File: src/rtl/core/lru_set_assoc_cache_timing_defines.svh
// Assertion helpers for the cache timing block.
// In synthesis builds the macros expand to nothing.
`ifndef LRU_SET_ASSOC_CACHE_TIMING_DEFINES_SVH
`define LRU_SET_ASSOC_CACHE_TIMING_DEFINES_SVH

`ifndef SYNTHESIS

`define LSAC_ASSERT_IMPL(lbl, ante, cons) \
	lbl: assert property (@(posedge clk) disable iff (!arst_n) (ante) |-> (cons)) \
		else $error("lsac: same-cycle check failed");

`define LSAC_ASSERT_NEXT(lbl, ante, cons) \
	lbl: assert property (@(posedge clk) disable iff (!arst_n) (ante) |=> (cons)) \
		else $error("lsac: next-cycle check failed");

`else

`define LSAC_ASSERT_IMPL(lbl, ante, cons)
`define LSAC_ASSERT_NEXT(lbl, ante, cons)

`endif

`endif

File: src/rtl/core/lsac_pkg.sv
package lsac_pkg;

	// config port
	localparam int CFG_IDX_W  = 3;
	localparam int CFG_DATA_W = 8;

	localparam logic [CFG_IDX_W-1:0] REG_SETS_LOG     = 3'd0;
	localparam logic [CFG_IDX_W-1:0] REG_WAYS_USED    = 3'd1;
	localparam logic [CFG_IDX_W-1:0] REG_BLOCK_OFFSET = 3'd2;
	localparam logic [CFG_IDX_W-1:0] REG_WRITE_ALLOC  = 3'd3;
	localparam logic [CFG_IDX_W-1:0] REG_WRITE_THRU   = 3'd4;
	localparam logic [CFG_IDX_W-1:0] REG_HIT_CYCLES   = 3'd5;
	localparam logic [CFG_IDX_W-1:0] REG_MEM_CYCLES   = 3'd6;

	// reset values of the registers
	localparam logic [3:0] RST_SETS_LOG     = 4'd6;
	localparam logic [3:0] RST_WAYS_USED    = 4'd8;
	localparam logic [3:0] RST_BLOCK_OFFSET = 4'd4;
	localparam logic       RST_WRITE_ALLOC  = 1'b1;
	localparam logic       RST_WRITE_THRU   = 1'b0;
	localparam logic [7:0] RST_HIT_CYCLES   = 8'd1;
	localparam logic [7:0] RST_MEM_CYCLES   = 8'd100;

	// cost arithmetic: 255 << 13 twice plus two bytes fits in 23 bits
	localparam int CYC_W  = 20;
	localparam int COST_W = 23;
	localparam logic [CYC_W-1:0] CYCLE_MAX = {CYC_W{1'b1}};

	// status of the way scan
	typedef struct packed {
		logic done;
		logic hit;
		logic inv;
	} scan_flags_t;

endpackage

File: src/rtl/core/lsac_scan.sv
// Way scanner: one shared tag comparator walks the ways of a row, one per
// cycle, tracking first hit, first invalid way and highest-rank way.
module lsac_scan
	import lsac_pkg::*;
#(
	parameter int WAYS   = 8,
	parameter int TAG_W  = 30,
	parameter int RANK_W = 3,
	parameter int WAY_W  = 3,
	parameter int CNT_W  = 4
) (
	input  logic                            clk,
	input  logic                            arst_n,
	input  logic                            start,
	input  logic [WAYS*(TAG_W+2+RANK_W)-1:0] row,
	input  logic [TAG_W-1:0]                tag,
	input  logic [CNT_W-1:0]                nways,
	output scan_flags_t                     flags,
	output logic [WAY_W-1:0]                hit_way,
	output logic [WAY_W-1:0]                inv_way,
	output logic [WAY_W-1:0]                vic_way
);

	localparam int ENT_W = TAG_W + 2 + RANK_W;

	logic              run_q;
	logic              done_q;
	logic              hit_q;
	logic              inv_q;
	logic [WAY_W-1:0]  way_q;
	logic [WAY_W-1:0]  hway_q;
	logic [WAY_W-1:0]  iway_q;
	logic [WAY_W-1:0]  vway_q;
	logic [RANK_W-1:0] vrank_q;

	logic [ENT_W-1:0]  ent;
	logic              e_valid;
	logic [RANK_W-1:0] e_rank;
	logic              tag_eq;
	logic              last;

	assign ent     = row[ENT_W*way_q +: ENT_W];
	assign e_valid = ent[RANK_W+1];
	assign e_rank  = ent[RANK_W-1:0];
	assign tag_eq  = e_valid && (ent[ENT_W-1 -: TAG_W] == tag);
	assign last    = (CNT_W'(way_q) + CNT_W'(1)) == nways;

	always_ff @(posedge clk or negedge arst_n) begin
		if (!arst_n) begin
			run_q   <= 1'b0;
			done_q  <= 1'b0;
			hit_q   <= 1'b0;
			inv_q   <= 1'b0;
			way_q   <= '0;
			hway_q  <= '0;
			iway_q  <= '0;
			vway_q  <= '0;
			vrank_q <= '0;
		end else if (start) begin
			run_q  <= 1'b1;
			done_q <= 1'b0;
			hit_q  <= 1'b0;
			inv_q  <= 1'b0;
			way_q  <= '0;
		end else if (run_q) begin
			// lowest matching way wins
			if (!hit_q && tag_eq) begin
				hit_q  <= 1'b1;
				hway_q <= way_q;
			end
			if (!inv_q && !e_valid) begin
				inv_q  <= 1'b1;
				iway_q <= way_q;
			end
			// strictly greater keeps the lowest way on a tie
			if (way_q == '0 || e_rank > vrank_q) begin
				vway_q  <= way_q;
				vrank_q <= e_rank;
			end
			if (last) begin
				run_q  <= 1'b0;
				done_q <= 1'b1;
			end else begin
				way_q <= way_q + WAY_W'(1);
			end
		end
	end

	assign flags.done = done_q;
	assign flags.hit  = hit_q;
	assign flags.inv  = inv_q;
	assign hit_way    = hway_q;
	assign inv_way    = iway_q;
	assign vic_way    = vway_q;

endmodule

File: config.mk
export PLATFORM = sky130hd
export DESIGN_NAME = lsac_scan
export DESIGN_NICKNAME = d
export VERILOG_FILES = /design/src/rtl/core/lru_set_assoc_cache_timing_defines.svh /design/src/rtl/core/lsac_pkg.sv /design/src/rtl/core/lsac_scan.sv
export SDC_FILE = /design/constraint.sdc
export NUM_CORES = 1
export LEC_CHECK = 0
export ABC_AREA = 1
export BUFFER_PORTS_ARGS = -buffer_cell sky130_fd_sc_hd__buf_2
export CAP_MARGIN = 20
export CORE_AREA = 8 8 123 125
export DETAILED_ROUTE_END_ITERATION = 12
export DIE_AREA = 0 0 131 133
export PLACE_DENSITY = 0.72
export SLEW_MARGIN = 20
export SYNTH_ARGS = -nofsm -noshare
export SYNTH_HDL_FRONTEND = slang
export SYNTH_SLANG_ARGS = --single-unit
export TNS_END_PERCENT = 1
File: constraint.sdc
create_clock -name clk -period 6.87 [get_ports clk]
set_clock_uncertainty 0.1 [all_clocks]
set_input_delay 1.374 -clock clk [delete_from_list [all_inputs] [get_ports clk]]
set_output_delay 1.374 -clock clk [all_outputs]
set_load 0.02 [all_outputs]
======== After elaboration in Yosys (flattened, before gate mapping) ========
Cells that the tools add are included.
storage, ports and cells
  flip-flop bits (word level) ............. 19
  logic and storage cells ................. 52
  bits of input ports ..................... 317
cells by class
  bitwise operators ....................... 1
  eq/ne operators ......................... 3
  multiplexer cells ....................... 15
  add/sub/neg operators ................... 2
  shift-type cells ........................ 1
  $lt $le $gt $ge ......................... 1
  reductions and logical operators ........ 19
  $mul .................................... 1
operators by type and width
  kind                 count
  $shiftx 280x10->35   1
  $eq 30x30->1         1
  $mux 1               12
  $mul 6x3->9 const A  1
  $mux 3               3
  $reduce_and 3->1     3
  $reduce_and 2->1     4
  $reduce_bool 2->1    4
  $add 3x1->4 const B  1
  $eq 4x4->1           1
  $add 3x1->3 const B  1
  $gt 3x3->1           1
  $logic_and 1x1->1    3
  $logic_not 1->1      3
  $logic_not 3->1      1
  $ne 2x2->1 const B   1
  $logic_or 1x1->1     1
  $not 1->1            1

======== Logic depth before layout (Yosys ltp) ========
Gate-level depths: netlist (run 1).
  depth in word-level cells ............... 8
  mapped depth ............................ 18

======== Worst setup path after synthesis (run 1) ========
OpenSTA, ideal clock, no wires.
  path kind ............................... input to register
  from .................................... in row[212]
  to ...................................... reg vrank_q[1]
  slack ................................... 3.850 ns
  stages .................................. 12
  data arrival time ....................... 2.794 ns
  path through ............................ o21ai_0 -> o22ai_1 -> nor2_1 -> a31oi_1 -> ha_1 -> a21oi_1 -> o21ai_0 -> a22o_1 -> nand2_1 -> inv_1 -> nand2_1 -> o21ai_0
between the ends
  longest elaborated chain between the ends .. 4
RTL lines
  what                        RTL line         RTL
  start: declaration          lsac_scan.sv:15  input logic [WAYS*(TAG_W+2+RANK_W)-1:0] row,
  $shiftx 280x10->35          lsac_scan.sv:42  assign ent = row[ENT_W*way_q +: ENT_W];
  net ent[2]                  lsac_scan.sv:36  logic [ENT_W-1:0] ent;
  $gt 3x3->1                  lsac_scan.sv:76  if (way_q == '0 || e_rank > vrank_q) begin
  $logic_or 1x1->1            lsac_scan.sv:76
  $reduce_and 3->1 (no line)  -
  end signal: assignment      lsac_scan.sv:78  vrank_q <= e_rank;
  end: declaration            lsac_scan.sv:34  logic [RANK_W-1:0] vrank_q;
The timed path passes the listed nets, and every way through them passes these cells.
A chain may end at the register's enable or synchronous reset.

======== Worst setup path in the final report (run 1) ========
  from .................................... reg way_q[0]
  to ...................................... reg vrank_q[2]
between the ends
  longest elaborated chain between the ends .. 5
RTL lines
  what                        RTL line         RTL
  start: declaration          lsac_scan.sv:30  logic [WAY_W-1:0] way_q;
  start signal: assignment    lsac_scan.sv:84  way_q <= way_q + WAY_W'(1);
  $mul 6x3->9 *               lsac_scan.sv:42
  $shiftx 280x10->35 *        lsac_scan.sv:42
  net ent[2]                  lsac_scan.sv:36
  $gt 3x3->1                  lsac_scan.sv:76
  $logic_or 1x1->1            lsac_scan.sv:76
  $reduce_and 3->1 (no line)  -
Mark *: on every way through the listed nets, which the timed path passes. The rest lies on a longest branch.

==> results of run 1 <==
-- flip-flops by register name (all words and copies together), names as in the netlist --
name / cells
done_q: 1
hit_q: 1
hit_way: 3
inv_q: 1
inv_way: 3
run_q: 1
vic_way: 3
vrank_q: 3
way_q: 3
-- Yosys cell counts (all sizes together) --
master	n
nand3b	14
a22o	1
xnor2	1
nor2	50
a21oi	1
o22ai	4
nand3	171
nor3	1
o21ai	36
clkbuf	9
buf	49
dfrtp	19
nand2	429
clkinv	4
a31oi	2
ha	5
o21a	1
xor2	3
inv	209
-- kinds of logic after synthesis --
logic type	after synthesis	share of synthesized area [%]
flops	19	9.927
fa+ha+maj	5	1.306
buf+inv	271	25.18
simple gates	665	57.86
xor+xnor	4	0.7316
compound gates	45	4.989
-- worst max-delay path, cell delays in order, from the launching register on --
cell and delay, ps:
dfrtp_4 760, inv_4 770, buf_4 560, o21ai_0 140, o22ai_1 150, nor2_1 50, a31oi_1 230, ha_1 300
a21oi_1 120, o21ai_0 90, a22o_1 180, nand2_1 210, inv_1 120, nand2_1 80, o21ai_0 80
-- power breakdown --
group / total (uW) / switching, uW / internal (uW) / leakage, uW
clock network: 119 / 41.3 / 78.0 / 0.0000409
logic: 1420 / 913 / 512 / 0.00411
registers: 223 / 75.1 / 148 / 0.000245
-- final cells by class --
cell class,count,area (um2),area share (%)
multi-input cells,719,3108,49.00
repair buffers,326,1647,25.96
inverters,213,802.0,12.65
flip-flops and latches,19,480.5,7.575
well taps,176,220.2,3.472
clock buffers,3,75.07,1.184
clock inverters,1,5.005,0.07891
diodes,2,5.005,0.07891
-- through the flow --
step | cell area [um2] | cells | utilization (%) | setup WS, ps
finish | 6342 | 1459 | 48.47 | 2678
CTS | 6337 | 1457 | 48.43 | 2729
floorplan | 4790 | 1009 | - | 3850
global route | 6340 | 1458 | 48.45 | 2189
detailed placement | 6257 | 1453 | 47.82 | 2743
global placement | 6257 | 1453 | 47.82 | 2779
-- layer usage --
| layer | global-route usage, % | up-vias |
|---|---|---|
| li1 | - | 3549 |
| met1 | 24.88 | 2884 |
| met2 | 39.87 | 244 |
| met3 | 5.866 | 29 |
| met4 | 4.020 | 2 |
| met5 | 0 | - |
-- worst max path at each step --
stage                  start    endpoint  cells past startpoint
global route        way_q[0]  vrank_q[2]                     14
global placement    way_q[0]  vrank_q[1]                     14
detailed placement  way_q[0]  vrank_q[2]                     14
CTS                 way_q[0]  vrank_q[2]                     14
finish              way_q[0]  vrank_q[2]                     14
floorplan           row[212]  vrank_q[1]                     12
==> metrics.md, run 1 <==
| Metric | Value |
|---|---|
| Slew HR | `42.77%` |
| Worst flop-to-flop path endpoint | `vrank_q[2]` |
| Critical Path Start Type | `flop` |
| Final HPWL DP | `15940 um` |
| Share of post-route cells with drive strength above 1 | `26.31%` |
| Metal3 WL | `2141 um` |
| Most common cell after layout, fill and taps aside | `nand2_1` |
| Pleak | `0.004392 uW` |
| Fin crit period | `4192 ps` |
| Period Utilization, post-route | `61.02%` |
| Worst-path fanout max | `91` |
| CTS Buf Count | `3` |
| GPL Wtd Cong | `0.8512` |
| Die Span Y | `133 um` |
| Status | `complete, no violations` |
| Hold-fix buffers at CTS | `0` |
| Antenna-violating nets left | `0` |
| Top cell type's share of synthesized area | `33.54%` |
| H-tree depth | `1` |
| Pin count of the biggest net entering global routing | `92` |
| Filler Cells Inserted | `1529` |
| Via count | `6708` |
| CP arrival | `4220 ps` |
| Maximum root-to-sink buffer count | `2` |
| Fin. Hold Viols | `0` |
| Ports | `329` |
| Critical R2R Launch | `way_q[0]` |
| Power per cell area | `278.7 nW/um2` |
| Tightest Hold Check Type | `flop to flop` |
| Unrepaired setup endpoints after global routing | `false` |
| Congestion Overflow GR | `0` |
| Synth warn | `0` |
| CTS tree | `built` |
| Wire length per cell | `13.74 um` |
| Peak supply drop | `0.2185 mV` |
| Clock transition at the registers of the reported paths | `50 ps` |
| Uppermost layer routed | `met5` |
| Synthesized area | `4790 um2` |
| Max Cap Viol | `0` |
| Yosys reg bits | `19` |
| FMAX | `238.6 MHz` |
| Syn Inst Count | `1009` |
| Met2 wire len | `9878 um` |
| Area contributors post-synth | `nand2_1 34%, nand3_1 18%, inv_1 16%, dfrtp_1 9.9%, nor2_1 3.8%` |
| DRC Markers | `0` |
| Post-synthesis sequential area ratio | `9.927%` |
| Initial antenna violation count | `2` |
| Synth area leader | `nand2_1` |
| Flop2flop setup slack | `2680 ps` |
| Min-Delay Endpoint | `hit_way[2]` |
| Wire length after detailed routing | `20040 um` |
| Mean post-synth cell area | `4.747 um2` |
| Clk_lat worst skew | `250 ps` |
| Final setup vio count | `0` |
| Vias per cell | `4.598` |
| CP Class | `flop to flop` |
| CORE AREA | `13090 um2` |
| Vias in the first global route | `6404` |
| Post_cts resized | `0` |
| Hold path start | `hit_way[2]` |
| Worst Reg-to-Reg Cells | `14` |
| Layout area overhead | `32.42%` |
| Total die area | `17420 um2` |
| Worst Setup End Kind | `flop` |
| Post-Syn Nets | `1331` |
| Die X-Extent | `131 um` |
| IO Port Bufs | `320` |
| Root buffer cell | `clkbuf_16` |
| TNS Setup | `0 ps` |
| Netlist cell types | `28` |
| Metal1 wirelength | `7671 um` |
| DRT iter0 DRCs | `503` |
| Commonest cells after routing, fill and taps aside | `428 x nand2_1, 320 x buf_2, 207 x inv_1` |
| Final hold slack | `362.2 ps` |
| Starting Density | `36.60%` |
| Max-slew violation count | `0` |
| Nets | `1604` |
| Clk sink count | `19` |
| Placement Rows | `42` |
| Total GRT Usage | `21.95%` |
| Worst hold path cell count | `2` |
| First-pass GRT wire length | `31260 um` |
| Tot Pwr | `1767 uW` |
| WP data required | `6900 ps` |
| First-pass detailed-route iteration total | `5` |
| Slew @ Worst Pin | `858.5 ps` |
| Setup Buffers After CTS | `0` |
Note: power is estimated with default switching activity, not from simulation.
==> run 2: changes to the inputs <==
CORE_AREA = 8 8 121 123   (was 8 8 123 125)
DIE_AREA = 0 0 129 131   (was 0 0 131 133)
PLACE_DENSITY = 0.74   (was 0.72)
clock period = 4.1 ns   (was 6.87 ns; I/O delays follow)
==> metrics.md, run 2 (synthesis gave the netlist of run 1 again) <==
| Metric | Value |
|---|---|
| Via count | `6770 (+0.92%)` |
| Tot Pwr | `3007 uW (+70%)` |
| Setup Buffers After CTS | `0 (unchanged)` |
| Flop2flop setup slack | `1160 ps (-1520 ps)` |
| Final HPWL DP | `15920 um (-0.10%)` |
| CORE AREA | `12870 um2 (-1.6%)` |
| H-tree depth | `1 (unchanged)` |
| Filler Cells Inserted | `1470 (-3.9%)` |
| Pin count of the biggest net entering global routing | `63 (-32%)` |
| Total GRT Usage | `22.16% (+0.21 points)` |
| Top cell by count, worst path | `o21ai_0` |
| Placement-stage cell area | `6300 um2 (+0.68%)` |
| Tightest Hold Check Type | `flop to flop` |
| Design Area, Final | `6382 um2 (+0.63%)` |
| Fin crit period | `2945 ps (-1247 ps)` |
| Pre-CTS setup slack | `1141 ps (-1602 ps)` |
| Final setup vio count | `0 (unchanged)` |
| Nets | `1608 (+0.25%)` |
| Reg area | `480.5 um2 (unchanged)` |
| First-pass detailed-route iteration total | `5 (unchanged)` |
| Worst hold path cell count | `2 (unchanged)` |
| CP Class | `flop to flop` |
| Total die area | `16900 um2 (-3.0%)` |
| Final worst slack | `1155 ps (-1523 ps)` |
| Crit-path cells | `inv_4 -> o21ai_0 -> o22ai_1 -> nor2_1 -> a31oi_1 -> ha_1 -> a21oi_1 -> o21ai_0 -> a22o_1 -> nand2_1 -> inv_1 -> nand2_1 -> o21ai_0` |
| CP arrival | `2970 ps (-1250 ps)` |
| Slew HR | `51.88% (+9.1 points)` |
| Clk sink count | `19 (unchanged)` |
| Vias in the first global route | `6206 (-3.1%)` |
| IO Port Bufs | `320 (unchanged)` |
| FMAX | `339.6 MHz (+42%)` |
| Worst-path fanout max | `49 (-46%)` |
| CTS Buf Count | `3 (unchanged)` |
| Crit path buf inv count | `2 (-1)` |
| Wire length per cell | `13.48 um (-1.9%)` |
| DRT iter0 DRCs | `470 (-6.6%)` |
| Starting Density | `37.20% (+0.60 points)` |
| Most common cell after layout, fill and taps aside | `nand2_1` |
| Commonest cells after routing, fill and taps aside | `428 x nand2_1, 320 x buf_2, 206 x inv_1` |
| Worst Setup End Kind | `flop` |
| Max-slew violation count | `0 (unchanged)` |
| Period Utilization, post-route | `71.83% (+11 points)` |
| Ports | `329 (unchanged)` |
| TNS Setup | `0 ps (unchanged)` |
| Hold path start | `hit_way[2]` |
| Worst flop-to-flop path endpoint | `vrank_q[2]` |
| Critical Path Start Type | `flop` |
| Worst Reg-to-Reg Cells | `13 (-1)` |
| Initial antenna violation count | `1 (-1)` |
| Status | `complete, no violations` |
| Placement Rows | `42 (unchanged)` |
| Clk_lat worst skew | `250 ps (about the same)` |
| Antenna-violating nets left | `0 (unchanged)` |
| Cell family with most CP delay | `compound AO/OA/AOI/OAI gates` |
| Slew @ Worst Pin | `721.8 ps (-136.7 ps)` |
| CTS tree | `built` |
| First-pass GRT wire length | `30330 um (-3.0%)` |
| Max Cap Viol | `0 (unchanged)` |
| Vias per cell | `4.631 (+0.72%)` |
| Post_cts resized | `0 (unchanged)` |
| Power per cell area | `471.1 nW/um2 (+69%)` |
| GPL Wtd Cong | `0.8915 (+4.7%)` |
| Min-Delay Endpoint | `hit_way[2]` |
| Root buffer cell | `clkbuf_16` |
| Area occupied by multi-input gates | `3108 um2 (unchanged)` |
| CP peak stage delay | `600 ps (-170 ps)` |
| WP data required | `4130 ps (-2770 ps)` |
| Clock transition at the registers of the reported paths | `60 ps (about the same)` |
| Die X-Extent | `129 um (-1.5%)` |
| Critical R2R Launch | `way_q[0]` |
| Peak supply drop | `0.3329 mV (+52%)` |
| Crit path depth | `13 (-1)` |
| Layout area overhead | `33.25%` |
| Crit-path slowest cell | `dfrtp_4` |
| Die Span Y | `131 um (-1.5%)` |
| Share of post-route cells with drive strength above 1 | `26.54% (+0.23 points)` |
| Wire length after detailed routing | `19700 um (-1.7%)` |
| Crit path launch | `way_q[0]` |
| Pleak | `0.004415 uW (+0.53%)` |
| DRC Markers | `0 (unchanged)` |
| Maximum root-to-sink buffer count | `2 (unchanged)` |
| Congestion Overflow GR | `0 (unchanged)` |
| Unrepaired setup endpoints after global routing | `false` |
| Hold-fix buffers at CTS | `0 (unchanged)` |
| Fin. Hold Viols | `0 (unchanged)` |
| Final hold slack | `375.9 ps (+13.69 ps)` |
## run 2: changes by cell type in the layout (fill, tap and decap cells not counted), sizes merged
cell,previous run,this run
buf,326,330
clkinv,5,6
diode,2,1
inv,209,208
## run 2: how the worst max path moves through the flow
stage / end / slack, ps
final: vrank_q[2] / 1160
after global routing: vrank_q[2] / 810
after CTS: hit_way[0] / 1120
after detailed placement: hit_way[2] / 1140
after global placement: hit_way[0] / 1170
after floorplan: vrank_q[1] / 1410
## run 2: tightest hold or removal path, stage by stage (launching register included)
cell and delay [ps]:
dfrtp_1 340, nand2_1 60, nand2_1 40
## run 2: final cells by class
class | count | area share, %
Sequential cell | 19 | 7.528
Tap cell | 176 | 3.450
Clock inverter | 1 | 0.07842
Antenna cell | 1 | 0.03921
Multi-Input combinational cell | 719 | 48.70
Inverter | 213 | 12.57
Timing Repair Buffer | 330 | 26.47
Clock buffer | 3 | 1.176
## run 2: where the power goes
part	leakage [uW]	internal [uW]	switching (uW)
Combinational	0.00413	882	1560
Sequential	0.000245	249	110
Clock	0.0000409	131	70.6
## run 2: through the flow
step,util (%),cells
2_1_floorplan,-,1009
3_5_place_dp,48.93,1457
6_report,49.57,1462
4_1_cts,49.55,1461
3_3_place_gp,48.93,1457
5_1_grt,49.57,1462
## run 2: metal layers
| layer | vias to the layer above | routed length (um) | track usage (%) |
|---|---|---|---|
| met1 | 2956 | 8064 | 26.58 |
| met5 | - | 0 | 0 |
| met3 | 24 | 1622 | 4.627 |
| li1 | 3559 | - | - |
| met4 | 0 | 383 | 5.460 |
| met2 | 231 | 9631 | 39.44 |
